File: config.mk
export PLATFORM = sky130hd
export DESIGN_NAME = tbfa_queue
export DESIGN_NICKNAME = d
export VERILOG_FILES = /design/src/rtl/core/tbfa_pkg.sv /design/src/rtl/core/tbfa_queue.sv
export SDC_FILE = /design/constraint.sdc
export NUM_CORES = 1
export LEC_CHECK = 0
export CELL_PAD_IN_SITES_DETAIL_PLACEMENT = 1
export CELL_PAD_IN_SITES_GLOBAL_PLACEMENT = 1
export CORE_MARGIN = 10
export CORE_UTILIZATION = 50
export CTS_BUF_LIST = sky130_fd_sc_hd__clkbuf_16
export DETAILED_ROUTE_END_ITERATION = 10
export DONT_BUFFER_PORTS = 1
export GPL_TIMING_DRIVEN = 0
export PLACE_DENSITY_LB_ADDON = 0.25
export SYNTH_ARGS = -nofsm -noshare
export SYNTH_HDL_FRONTEND = slang
export SYNTH_SLANG_ARGS = --single-unit
File: constraint.sdc
create_clock -name clk -period 2.6 [get_ports clk]
set_input_delay 0.26 -clock clk [delete_from_list [all_inputs] [get_ports clk]]
set_output_delay 0.26 -clock clk [all_outputs]
set_load 0.05 [all_outputs]
File: src/rtl/core/tbfa_pkg.sv
package tbfa_pkg;

    localparam int SumCount = 12;
    localparam logic [63:0] SumMax = 64'h7FFF_FFFF_FFFF_FFFF;
    localparam int QueueDepth = 4;
    localparam int FactorCount = 15;

    typedef enum logic [2:0] {
        FUNC_TRADE  = 3'd0,
        FUNC_CANCEL = 3'd1,
        FUNC_NEW    = 3'd2,
        FUNC_BID_BK = 3'd3,
        FUNC_OFF_BK = 3'd4,
        FUNC_CLOSE  = 3'd5
    } func_t;

    localparam logic [3:0] S_TRADE_VOL    = 4'd0;
    localparam logic [3:0] S_TRADE_AMT    = 4'd1;
    localparam logic [3:0] S_BID_ORD      = 4'd2;
    localparam logic [3:0] S_OFFER_ORD    = 4'd3;
    localparam logic [3:0] S_BID_BOOK     = 4'd4;
    localparam logic [3:0] S_OFFER_BOOK   = 4'd5;
    localparam logic [3:0] S_INIT_BUY     = 4'd6;
    localparam logic [3:0] S_INIT_SELL    = 4'd7;
    localparam logic [3:0] S_CANCEL_BID   = 4'd8;
    localparam logic [3:0] S_CANCEL_OFFER = 4'd9;
    localparam logic [3:0] S_EP_BUY       = 4'd10;
    localparam logic [3:0] S_EP_SELL      = 4'd11;

    // Classified word passed from the front part to the back part.
    typedef struct packed {
        logic        close;
        logic        trade;
        logic [23:0] price;
        logic [31:0] qty;
        logic [SumCount-1:0] add_mask;
        logic        buy_seen;
        logic        sell_seen;
    } op_t;

endpackage

File: src/rtl/core/tbfa_queue.sv
module tbfa_queue
    import tbfa_pkg::*;
(
    input  logic clk,
    input  logic rst_n,
    input  logic push,
    input  op_t  push_word,
    output logic full,
    input  logic pop,
    output op_t  pop_word,
    output logic empty
);

    localparam int AddrW = $clog2(QueueDepth);

    op_t              mem_reg [QueueDepth];
    logic [AddrW-1:0] wr_reg;
    logic [AddrW-1:0] rd_reg;
    logic [AddrW:0]   cnt_reg;

    assign full = cnt_reg == (AddrW+1)'(QueueDepth);
    assign empty = cnt_reg == '0;
    assign pop_word = mem_reg[rd_reg];

    always_ff @(posedge clk)
    begin
        if (push)
        begin
            mem_reg[wr_reg] <= push_word;
        end
    end

    always_ff @(posedge clk or negedge rst_n)
    begin
        if (!rst_n)
        begin
            wr_reg <= '0;
            rd_reg <= '0;
            cnt_reg <= '0;
        end
        else
        begin
            if (push)
            begin
                wr_reg <= wr_reg + 1'b1;
            end
            if (pop)
            begin
                rd_reg <= rd_reg + 1'b1;
            end
            if (push && !pop)
            begin
                cnt_reg <= cnt_reg + 1'b1;
            end
            else if (pop && !push)
            begin
                cnt_reg <= cnt_reg - 1'b1;
            end
        end
    end

endmodule

======== Word-level counts from Yosys, hierarchy flattened ========
Memories as Yosys holds them, arrays and structs flattened.
Cells that the tools add are included.
operators by class
  eq/ne operators ......................... 1
  mux-type cells .......................... 4
  reduce and logical (&&, ||, !) cells .... 6
  $add $sub $neg .......................... 4
operator list
  cell                 number
  $mux 3               2
  $add 2x1->2 const B  2
  $add 3x1->3 const B  1
  $eq 3x3->1 const B   1
  $logic_not 3->1      1
  $sub 3x1->3 const B  1
  $logic_and 1x1->1    2
  $logic_not 1->1      2
  $mux 1               2
  $reduce_bool 2->1    1
storage, ports and cells
  input port bits ......................... 76
  memories kept ........................... 1
  output and inout bits ................... 74
  flip-flop bits (word level) ............. 7
  memory bits (writable) .................. 288
  word-level logic and storage cells ...... 19
memories
  name     words  bits a word  read ports  clocked after Yosys merged registers in  wr ports  RTL line          source
  mem_reg  4      72           1           0                                        1         tbfa_queue.sv:16  op_t mem_reg [QueueDepth];

======== Logic depth before layout (Yosys ltp) ========
  word-level depth ........................ 4
  gate-level depth with buffers ........... 7
  depth with buffers taken out ............ 7

======== Worst setup path after synthesis ========
Ideal clock, no wire load.
  kind .................................... reg2reg
  start ................................... register wr_reg[0]
  end ..................................... memory mem_reg[2][0] (netlist bit) (enable)
  path buffers ............................ 0
  stages on the path, launching flop included .. 4
  setup time .............................. 438 ps
  period minus slack after synthesis ...... 2,738 ps
  data arrival time ....................... 2,300 ps
  slack ................................... -138 ps
  data required time ...................... 2,162 ps
  path through ............................ dfrtp_1 -> inv_1 -> ha_1 -> and2_1
RTL lines
  item                    RTL line          source
  start, declared         tbfa_queue.sv:17  logic [AddrW-1:0] wr_reg;
  start signal, assigned  tbfa_queue.sv:45  wr_reg <= wr_reg + 1'b1;
  end, declared           tbfa_queue.sv:16
No word-level cell before the write port.

==> impl_results.md <==
* RSZ-0062 raised after global routing: no
* Final min period at around 2.3 ns
* Final GP Congestion at 0.6545
* Crit start category: flop
* Arrival time at the worst endpoint at about 2.1 ns
* Initial antenna violation count at 0
* # diodes at 0
* VDD IR max at slightly above 0.0008 V
* 1st-iter DRT viols at roughly 200
* Post-synthesis sequential area ratio at roughly four fifths
* Ys Warns at 0
* Pre-antenna DRT Iters at 4
* Final HPWL DP at roughly 13 mm
* CP startpoint: rd_reg[0]$_DFFE_PN0P_
* Initial core utilization at between 50 and 60%
* Grt ovf at 0
* Placed cell count at a little under 700
* Most common cell after layout, fill and taps aside: edfxtp_1
* Worst slew margin at between 30 and 40%
* DR WL/cell at about 26 microns
* Die X at about 170 microns
* CTS tree: built
* Area fraction in compound gates after synthesis at 0.04640%
* Worst R2R End: mem_reg[2][28]$_DFFE_PP_
* Global-route wire length before repair at approximately 33 mm
* DR vias/cell at 5.596
* CP Capture Type: output port
* HP Class: input port to flop
* Most frequent cells in the layout: edfxtp_1 (288), dlygate4sd3_1 (75), mux4_2 (72), clkbuf_16 (31), clkinv_2 (10)
* DRC Markers at 0
* # fillers at roughly 1700
* Worst-case clock buffer depth at 3
* XOR/XNOR Fraction of Synth Area at less than 1%
* Pwr/cell area at 1291 mW/mm^2
* Clk root buf: clkbuf_16
* Vias post-DR at between 4000 and 5000
* Crit path max fanout at 10
* Final count of hold timing violations at 0
* P&R area growth vs syn at 19.85%
* Multi-input gate area in the final layout at 0.001842 sq mm
* Clock Skew at between 0.008 and 0.009 ns
* Max reg flops at roughly 290
* Count of state elements after synthesis at around 300
* Row count at 53
* Post-synthesis mux area share at between 15 and 20%
* Reg-to-reg startpoint: wr_reg[0]$_DFFE_PN0P_
* WL final at between 20 and 25 mm
* Syn avg cell area at ~26 sq um
* Worst R2R Setup Slack at between 0.7 and 0.8 ns
* Full die area at between 0.02 and 0.03 sq mm
* Core box area at between 0.02 and 0.025 sq mm
* Largest net degree at the start of global routing at 39
* Leak at ~4.2 nW
* Post-route ant nets at 0
* Slew @ Worst Pin at around 0.90 ns
* Syn_nets at between 400 and 500
* Htree depth at 1
* Seq. cell area at between 0.008 and 0.009 sq mm
* Worst Setup Slack, final at slightly below 0.3 ns
* Run status: finished clean
* Chip height at between 150 and 200 microns
* Total track usage at between 15 and 20%
* CTS sink cnt at just under 300
* # setup viols final at 0
* Crit path capture: pop_word[25]
* I/O Buffers at 0
* Mapped Area at 0.01079 sq mm
* Max Cap Viol at 0
* Largest family of logic cells by synthesized area: multiplexers
* Simple-Gate Fraction of Synth Area at less than 1%
* Fin cells at a little over 800
* Number of global-route vias before repair at 5131
* Clock transition at the registers of the reported paths at around 0.060 ns
* FF-to-FF path depth at 4
* Critical setup path kind: flop to output port
* Synth unique cells at 18
* CTS Buf Count at 30
* Pre-CTS setup slack at just under 0.7 ns
* Post-Synth Adder-Cell Area at less than 1%
* Pins Over Slew Limit at 0
* Synth Instances at 410
* Critical Path RT at roughly 2.3 ns
* Max Freq at between 400 and 500 MHz
* Share of layout cells above drive strength 1 at between 20% and 30%
* Fin crit share at 88.76%
* Worst-skew pair later-pin latency at approximately 0.53 ns
* CTS resizes at 0
* Ports at 150
* Final nets at around 600
## worst max-delay path: stages, from the launching register on
cell	delay, ns
dfrtp_1	0.37
buf_6	0.21
buf_6	0.22
mux4_2	0.70
## power by group
part	total [W]	internal (W)	switching, W
Clock	0.00409	0.00243	0.00166
Combinational	0.00613	0.00162	0.00451
Sequential	0.00646	0.00622	0.000242
Total	0.0167	0.0103	0.00641
## routing by layer
layer / global-route usage [%] / vias up / wire [microns]
met2: 26.53 / 132 / 11490
met5: 0 / - / 0
li1: - / 1979 / -
met4: 3.627 / 0 / 370
met1: 18.71 / 2424 / 8409
met3: 3.883 / 31 / 1342
## cell usage after synthesis
| cell | count | area, sq um |
|---|---|---|
| nor3b_1 | 1 | 7.510 |
| mux2_2 | 1 | 11.26 |
| dfrtp_1 | 7 | 175.2 |
| edfxtp_1 | 288 | 8648 |
| buf_6 | 7 | 78.83 |
| and2_1 | 4 | 25.02 |
| ha_1 | 5 | 62.56 |
| nand2_1 | 2 | 7.510 |
| o21ai_0 | 1 | 5.000 |
| inv_1 | 4 | 15.01 |
| xor2_1 | 4 | 35.03 |
| mux4_2 | 72 | 1622 |
| nor2_1 | 1 | 3.750 |
| buf_4 | 1 | 7.510 |
| fa_1 | 1 | 20.02 |
| nor3_1 | 1 | 5.000 |
| xnor2_1 | 2 | 17.52 |
| buf_2 | 8 | 40.04 |
## logic make-up (layout without fill, tap and decap cells)
family,Yosys count,after routing
buffers and inverters,20,151
muxes,73,73
DFF,295,295
AOI/OAI and AO/OA,1,1
and+or+nand+nor,9,9
xor gates and xnor gates,6,6
adders and majority gates,6,6
## worst min path at each step
| stage | startpoint | end | slack [ns] | depth (start not counted) |
|---|---|---|---|---|
| 2_1_floorplan | rst_n | cnt_reg[0]$_DFFE_PN0P_ | -0.04 | 0 |
| 3_3_place_gp | rst_n | cnt_reg[2]$_DFFE_PN0P_ | -0.04 | 0 |
| 3_5_place_dp | rst_n | cnt_reg[1]$_DFFE_PN0P_ | -0.04 | 0 |
| 4_1_cts | push | cnt_reg[0]$_DFFE_PN0P_ | 0.005 | 2 |
| 5_1_grt | push | cnt_reg[0]$_DFFE_PN0P_ | 0.04 | 2 |
| 6_report | push | cnt_reg[0]$_DFFE_PN0P_ | 0.02 | 2 |
## per-stage QoR
stage | cell area, sq um | total power [W] | utilization, % | TNS [ns] | hold WS [ns]
floorplan | 10790 | 0.01162 | - | 0 | -0.03559
global placement | 11140 | 0.01251 | 52.64 | -4.061 | -0.03525
detailed placement | 11230 | 0.01269 | 53.09 | 0 | -0.03530
CTS | 12930 | 0.01693 | 61.11 | 0 | 0.004945
global route | 12930 | 0.01735 | 61.11 | 0 | 0.03533
finish | 12930 | 0.01668 | 61.11 | 0 | 0.01868
## timing repair
action	4_1_cts	5_1_grt
setup buffers	0	0
hold buffers	75	0
hold endpoints to repair	299	0
endpoints found under the setup margin	0	0
## cell type report
cell class,count,area share (%)
tap,275,2.662
timing repair buffer,79,6.427
inverter,4,0.1161
buffer,16,0.9775
sequential,295,68.25
clock inverter,21,1.316
clock buffer,31,6.001
multi-input combinational,95,14.25
(Power assumes the default switching activity.)
