## src/rtl/core/tbfa_pkg.sv

```systemverilog
package tbfa_pkg;

    localparam int SumCount = 12;
    localparam logic [63:0] SumMax = 64'h7FFF_FFFF_FFFF_FFFF;
    localparam int QueueDepth = 4;
    localparam int FactorCount = 15;

    typedef enum logic [2:0] {
        FUNC_TRADE  = 3'd0,
        FUNC_CANCEL = 3'd1,
        FUNC_NEW    = 3'd2,
        FUNC_BID_BK = 3'd3,
        FUNC_OFF_BK = 3'd4,
        FUNC_CLOSE  = 3'd5
    } func_t;

    localparam logic [3:0] S_TRADE_VOL    = 4'd0;
    localparam logic [3:0] S_TRADE_AMT    = 4'd1;
    localparam logic [3:0] S_BID_ORD      = 4'd2;
    localparam logic [3:0] S_OFFER_ORD    = 4'd3;
    localparam logic [3:0] S_BID_BOOK     = 4'd4;
    localparam logic [3:0] S_OFFER_BOOK   = 4'd5;
    localparam logic [3:0] S_INIT_BUY     = 4'd6;
    localparam logic [3:0] S_INIT_SELL    = 4'd7;
    localparam logic [3:0] S_CANCEL_BID   = 4'd8;
    localparam logic [3:0] S_CANCEL_OFFER = 4'd9;
    localparam logic [3:0] S_EP_BUY       = 4'd10;
    localparam logic [3:0] S_EP_SELL      = 4'd11;

    // Classified word passed from the front part to the back part.
    typedef struct packed {
        logic        close;
        logic        trade;
        logic [23:0] price;
        logic [31:0] qty;
        logic [SumCount-1:0] add_mask;
        logic        buy_seen;
        logic        sell_seen;
    } op_t;

endpackage

```

## src/rtl/core/tbfa_front.sv

```systemverilog
module tbfa_front
    import tbfa_pkg::*;
(
    input  logic        clk,
    input  logic        rst_n,
    input  logic        in_valid,
    input  logic [2:0]  func,
    input  logic [23:0] price,
    input  logic [31:0] quantity,
    input  logic [31:0] bid_seq,
    input  logic [31:0] offer_seq,
    input  logic [23:0] bid_price,
    input  logic [23:0] offer_price,
    input  logic [1:0]  side,
    input  logic        valid_req,
    input  logic [6:0]  premium,
    input  logic        q_full,
    output logic        q_push,
    output op_t         q_word,
    output logic        busy
);

    logic        stg_valid_reg;
    logic [2:0]  stg_func_reg;
    logic [23:0] stg_price_reg;
    logic [31:0] stg_qty_reg;
    logic [31:0] stg_bseq_reg;
    logic [31:0] stg_oseq_reg;
    logic [1:0]  stg_side_reg;
    logic        stg_ok_reg;
    logic [33:0] stg_bid100_reg;
    logic [33:0] stg_off100_reg;
    logic [31:0] stg_up_reg;
    logic [31:0] stg_dn_reg;
    logic        stg_dn_neg_reg;
    logic        take;
    logic        keep;
    logic [7:0]  up_pct;
    logic [7:0]  dn_pct;
    logic        ep_buy;
    logic        ep_sell;

    assign keep = stg_valid_reg && q_full;
    assign take = in_valid && !keep;
    assign busy = stg_valid_reg;
    assign up_pct = 8'd100 + {1'b0, premium};
    assign dn_pct = 8'd100 - {1'b0, premium};

    always_ff @(posedge clk or negedge rst_n)
    begin
        if (!rst_n)
        begin
            stg_valid_reg <= 1'b0;
        end
        else if (!keep)
        begin
            stg_valid_reg <= in_valid;
        end
    end

    always_ff @(posedge clk)
    begin
        if (take)
        begin
            stg_func_reg   <= func;
            stg_price_reg  <= price;
            stg_qty_reg    <= quantity;
            stg_bseq_reg   <= bid_seq;
            stg_oseq_reg   <= offer_seq;
            stg_side_reg   <= side;
            stg_ok_reg     <= valid_req;
            stg_bid100_reg <= {10'd0, bid_price} * 34'd100;
            stg_off100_reg <= {10'd0, offer_price} * 34'd100;
            stg_up_reg     <= {8'd0, price} * {24'd0, up_pct};
            stg_dn_reg     <= {8'd0, price} * {24'd0, dn_pct};
            stg_dn_neg_reg <= (premium > 7'd100);
        end
    end

    // With a threshold above 100 percent the sell bound is negative, or zero at a zero price.
    assign ep_buy  = {2'b0, stg_bid100_reg} >= {4'b0, stg_up_reg};
    assign ep_sell = stg_dn_neg_reg ? (stg_off100_reg == 34'd0 && stg_price_reg == 24'd0)
                     : ({2'b0, stg_off100_reg} <= {4'b0, stg_dn_reg});

    always_comb
    begin
        q_word = '0;
        q_word.price = stg_price_reg;
        q_word.qty = stg_qty_reg;
        q_word.buy_seen = stg_bseq_reg < stg_oseq_reg;
        q_word.sell_seen = stg_oseq_reg < stg_bseq_reg;
        q_push = 1'b0;
        if (stg_valid_reg && !q_full)
        begin
            if (stg_func_reg == FUNC_CLOSE)
            begin
                q_word.close = 1'b1;
                q_push = 1'b1;
            end
            else if (stg_ok_reg)
            begin
                case (stg_func_reg)
                    FUNC_TRADE:
                    begin
                        q_push = 1'b1;
                        q_word.trade = 1'b1;
                        q_word.add_mask[S_TRADE_VOL] = 1'b1;
                        q_word.add_mask[S_TRADE_AMT] = 1'b1;
                        q_word.add_mask[S_INIT_BUY] = stg_bseq_reg > stg_oseq_reg;
                        q_word.add_mask[S_INIT_SELL] = stg_bseq_reg < stg_oseq_reg;
                        q_word.add_mask[S_EP_BUY] = ep_buy;
                        q_word.add_mask[S_EP_SELL] = ep_sell;
                    end
                    FUNC_CANCEL:
                    begin
                        q_push = 1'b1;
                        q_word.add_mask[S_CANCEL_BID] = stg_bseq_reg != 32'd0;
                        q_word.add_mask[S_CANCEL_OFFER] = stg_oseq_reg != 32'd0;
                    end
                    FUNC_NEW:
                    begin
                        q_push = 1'b1;
                        q_word.add_mask[S_BID_ORD] = stg_side_reg == 2'd0;
                        q_word.add_mask[S_OFFER_ORD] = stg_side_reg == 2'd1;
                    end
                    FUNC_BID_BK:
                    begin
                        q_push = 1'b1;
                        q_word.add_mask[S_BID_BOOK] = 1'b1;
                    end
                    FUNC_OFF_BK:
                    begin
                        q_push = 1'b1;
                        q_word.add_mask[S_OFFER_BOOK] = 1'b1;
                    end
                    default:
                    begin
                        q_push = 1'b0;
                    end
                endcase
            end
        end
    end

endmodule

```

## config.mk

```make
export PLATFORM = sky130hd
export DESIGN_NAME = tbfa_front
export DESIGN_NICKNAME = d
export VERILOG_FILES = /design/src/rtl/core/tbfa_pkg.sv /design/src/rtl/core/tbfa_front.sv
export SDC_FILE = /design/constraint.sdc
export NUM_CORES = 1
export LEC_CHECK = 0
export BUFFER_PORTS_ARGS = -buffer_cell sky130_fd_sc_hd__buf_2
export CAP_MARGIN = 40
export CORE_UTILIZATION = 25
export DETAILED_ROUTE_END_ITERATION = 8
export SLEW_MARGIN = 20
export SYNTH_ARGS = -nofsm -noshare
export SYNTH_HDL_FRONTEND = slang
export SYNTH_SLANG_ARGS = --single-unit
```

## constraint.sdc

```tcl
create_clock -name clk -period 22.7 [get_ports clk]
set_input_delay 0 -clock clk [delete_from_list [all_inputs] [get_ports clk]]
set_output_delay 0 -clock clk [all_outputs]
set_load 0.01 [all_outputs]
```

# Yosys cells after proc, flatten, opt, wreduce, memory -nomap -nowiden
# Cells that the tools add are included.
# totals
word_cells	64
out_inout_bits	74
regBits	250
# op_classes
addsub	2
magnitude_cmp	6
n_mul	4
reduce_logical	13
muxes	20
n_eq_ne	6
# ops
operator	count
$lt 32x32->1	2
$mul 24x8->32	2
$reduce_bool 32->1	2
$mul 24x5->29 const B	2
$mux 12	3
$logic_not 34->1	1
$ge 31x32->1	1
$gt 32x32->1	1
$le 31x32->1	1
$logic_not 24->1	1
$mux 2	6
$mux 1	11
$add 7x7->8 const A	1
$sub 7x7->8 const A	1
$gt 7x7->1 const B	1
$eq 3x2->1 const B	2
$eq 3x3->1 const B	2
$reduce_or 5->1	1
$logic_and 1x1->1	4
$eq 3x1->1 const B	1
$logic_not 3->1	1
$eq 2x1->1 const B	1
$logic_not 1->1	2
$logic_not 2->1	1

# Depth between registers and ports, before layout
# logic_depth
word_depth	7
depth_mapped	24
ltp_nobuf	21

# Worst setup path after synthesis
# No wires, ideal clock.
# synth_path
kind	reg-to-reg
start	reg stg_valid_reg (netlist: busy)
end	reg stg_bid100_reg[10] (enable)
arrival_ps	18086
path_stages_with_launch	2
setup_ps	1239
period_less_slack_ps	19325
path_slack_ps	3375
cell_sequence	dfrtp_1 -> a21boi_0
# synth_between
elab_chain_cells	3
# synth_lines
item	line_no	rtl
start, declared	tbfa_front.sv:23	logic stg_valid_reg;
start signal, assigned	tbfa_front.sv:57	stg_valid_reg <= in_valid;
$logic_and 1x1->1	tbfa_front.sv:43	assign keep = stg_valid_reg && q_full;
$logic_not 1->1	--	
$logic_and 1x1->1	tbfa_front.sv:44	assign take = in_valid && !keep;
via take	tbfa_front.sv:36	logic take;
end signal, assigned	tbfa_front.sv:72	stg_bid100_reg <= {10'd0, bid_price} * 34'd100;
end, declared	tbfa_front.sv:31	logic [33:0] stg_bid100_reg;
# The timed path passes the listed nets, and every way through them passes these cells.
# A chain may end at the register's enable or synchronous reset.

# Final worst setup path
# layout_path
start	in premium[0]
end	reg stg_dn_reg[31] (data pin)
# layout_between
elab_chain_cells	2
# layout_lines
item	line_no	rtl
start, declared	tbfa_front.sv:16	input logic [6:0] premium,
$sub 7x7->8	tbfa_front.sv:47	assign dn_pct = 8'd100 - {1'b0, premium};
$mul 24x8->32	tbfa_front.sv:75	stg_dn_reg <= {8'd0, price} * {24'd0, dn_pct};
end signal, assigned	tbfa_front.sv:75	
end, declared	tbfa_front.sv:34	logic [31:0] stg_dn_reg;
# Every way passes these cells.

==> impl_metrics.toml <==
[status]
status = "completed"

[clock_tree]
cts_setup_buffers = 0
worstSkewPairLatency_ns = 0.58
cts_root_buf = "clkbuf_16"
cts_resized = 0
htreeDepth = 2
cts_tree = "built"
cts_buffers = 34
path_clk_slew_ns = 0.06
cts-hold-fix-buffers = 148
clock-sinks = 249
clk_path_buf_depth = 3

[final_layout]
multiInputGateArea_um2 = 17700
area_growth_pct = 20.6
antenna_cells = 0
seqCellArea_um2 = 7470
layout_common_cells = "inv_1, ha_1, fa_1, buf_2, edfxtp_1"
drive_above_1_share_pct = 11.7
design_area_um2 = 33200
final_nets = 3948
fill_cells = 11300
final_common_cell = "inv_1"

[die]
dieArea_um2 = 111000
coreArea_um2 = 109000
start_util_pct = 25.3
top_level_ports = 259
die-height_um = 334
die_w_um = 334
row_count = 121

[setup_path]
worst-setup-path-type = "primary input to flop"
arrival_ns = 6.37
end_kind = "flop"
worstPathMaxFanout = 26
critPathRequiredTime_ns = 22.99
start_kind = "primary input"

[yosys]
yosys.area.top_type = "edfxtp_1"
synth_xor_area_share_pct = 3.12
synth.mux.area_fraction_pct = 0.0727
synth-seq-cells = 249
yosysSeqAreaShare_pct = 27.1
synth_top_area_share_pct = 27.0
synth_cell_types = 80
synth_nets = 3560
syn_area_um2 = 27500
synth_top_family_by_area = "adder cells"
ys_warn_count = 0
synth_edf_count = 248
ys_async_sr_fraction_pct = 0.402
synth_fa_ha_area_share_pct = 37.9
synthFlopType = "edfxtp_1"
ys_top_cells_by_area = "edfxtp_1, fa_1, ha_1"
synth-compound-area-share_pct = 9.49
synth-simple-area-share_pct = 13.5
synthCells = 2723
avgSynthCellArea_um2 = 10.1

[sta]
rsz0062_at_grt = "no"
hold_ws_ns = 0.125
slew_violations = 0
max_slew_margin_pct = 47.6
fin_crit_ns = 6.08
clock_skew_ns = 0.0374
hold_viol = 0
setup_viol = 0
tightest_slew_ns = 0.786
tns_ns = 0
clock.fmax_ghz = 0.165
fin_crit_sh_pct = 26.8
setup_ws_ns = 16.62

[global_routing]
grt_pass1_wl_um = 114000
antenna_found_initial = 7
grt-ovfl-total = 0
grt_pass1_vias = 20900
grt_max_degree = 56
grtUsageTotal_pct = 13.0

[power]
ir_drop_v = 0.0000656
p_leak_nw = 15.7
report.power.total_w = 0.00369
p_per_area_nw_per_um2 = 111

[place]
portBuffers = 258
place.gp.congestion = 0.865
dpl.hpwl_um = 57200
post-place-ws_ns = 16.40
placed_area_um2 = 30600

[detailed_routing]
wl_per_cell_um = 15.9
drcViolationCount = 0
viasPerCell = 4.47
wirelength_um = 72200
ant_nets = 0
dr.pass1.iters = 6
num_vias = 20300
drtIter0Drc = 996

[worst_hold_path]
hold_class = "primary input to flop"

[job]
drv_cap = 0
## worst max-delay path: stages
cell,delay (ns)
dlygate4sd3_1,0.53
buf_2,0.39
inv_1,0.09
ha_1,0.25
a21oi_1,0.27
o21ai_0,0.18
xor2_2,0.42
buf_6,0.23
and2_1,0.16
fa_1,0.44
fa_1,0.46
fa_1,0.49
inv_1,0.05
fa_1,0.47
inv_1,0.04
ha_1,0.40
and4_1,0.28
and3_1,0.22
nor4_4,0.06
a21oi_1,0.22
o21ai_0,0.15
a2111oi_0,0.47
a311oi_1,0.08
## metrics by stage
step,utilization (%),cells
after floorplan,-,2723
after global placement,27.9,4329
after detailed placement,28.0,4339
after CTS,30.5,4548
after global routing,30.5,4550
final,30.5,4550
## routing by layer
metal	up-vias	track usage (%)	wire length, um
met1	9926	16.7	32400
li1	9740	-	-
met2	539	21.8	33800
met5	-	0	71
met3	112	2.50	3880
met4	12	4.27	2110
## kinds of logic (layout without fill, tap and decap cells)
| family | Yosys count | after routing |
|---|---|---|
| xor gates and xnor gates | 98 | 98 |
| and+or+nand+nor | 689 | 689 |
| AOI/OAI and AO/OA | 392 | 392 |
| adders and majority gates | 652 | 652 |
| DFF | 249 | 249 |
| buffers and inverters | 641 | 1054 |
| muxes | 2 | 2 |
## worst paths after layout
path | cells past startpoint | slack (ns) | end | from
min | 2 | 0.12 | stg_bseq_reg[24] | bid_seq[24]
max | 23 | 16.62 | stg_dn_reg[31] | premium[0]
max in group asynchronous | 3 | 22.35 | busy | rst_n
min in group asynchronous | 3 | 0.25 | busy | rst_n
min reg2reg | 2 | 0.84 | stg_func_reg[2] | busy
max reg2reg | 5 | 20.36 | stg_price_reg[11] | busy
## synthesized netlist by cell type, drive strengths merged, types with 15 or more instances
cell type / count
inv: 563
ha: 350
fa: 302
edfxtp: 248
and2: 197
nand2: 173
a21oi: 125
a21o: 83
nor2b: 76
nor2: 70
clkbuf: 69
o21ai: 63
xnor2: 61
nand4: 37
xor2: 37
nor4: 32
nand3: 29
nor3: 17
a31oi: 15
o21bai: 15
## report_power, final
| part | switching (W) | internal (W) | total, W |
|---|---|---|---|
| clock network | 0.000226 | 0.000325 | 0.000551 |
| logic | 0.00140 | 0.000991 | 0.00239 |
| registers | 0.0000380 | 0.000712 | 0.000750 |
| total | 0.00166 | 0.00203 | 0.00369 |
## final cells by class
| class | count | share of cell area (%) |
|---|---|---|
| Multi-Input combinational cell | 1833 | 53.3 |
| Clock inverter | 20 | 0.731 |
| Inverter | 563 | 6.36 |
| Clock buffer | 41 | 2.73 |
| Timing Repair Buffer | 430 | 9.08 |
| Tap cell | 1414 | 5.33 |
| Sequential cell | 249 | 22.5 |
No activity file was read; power rests on OpenSTA's default activity.
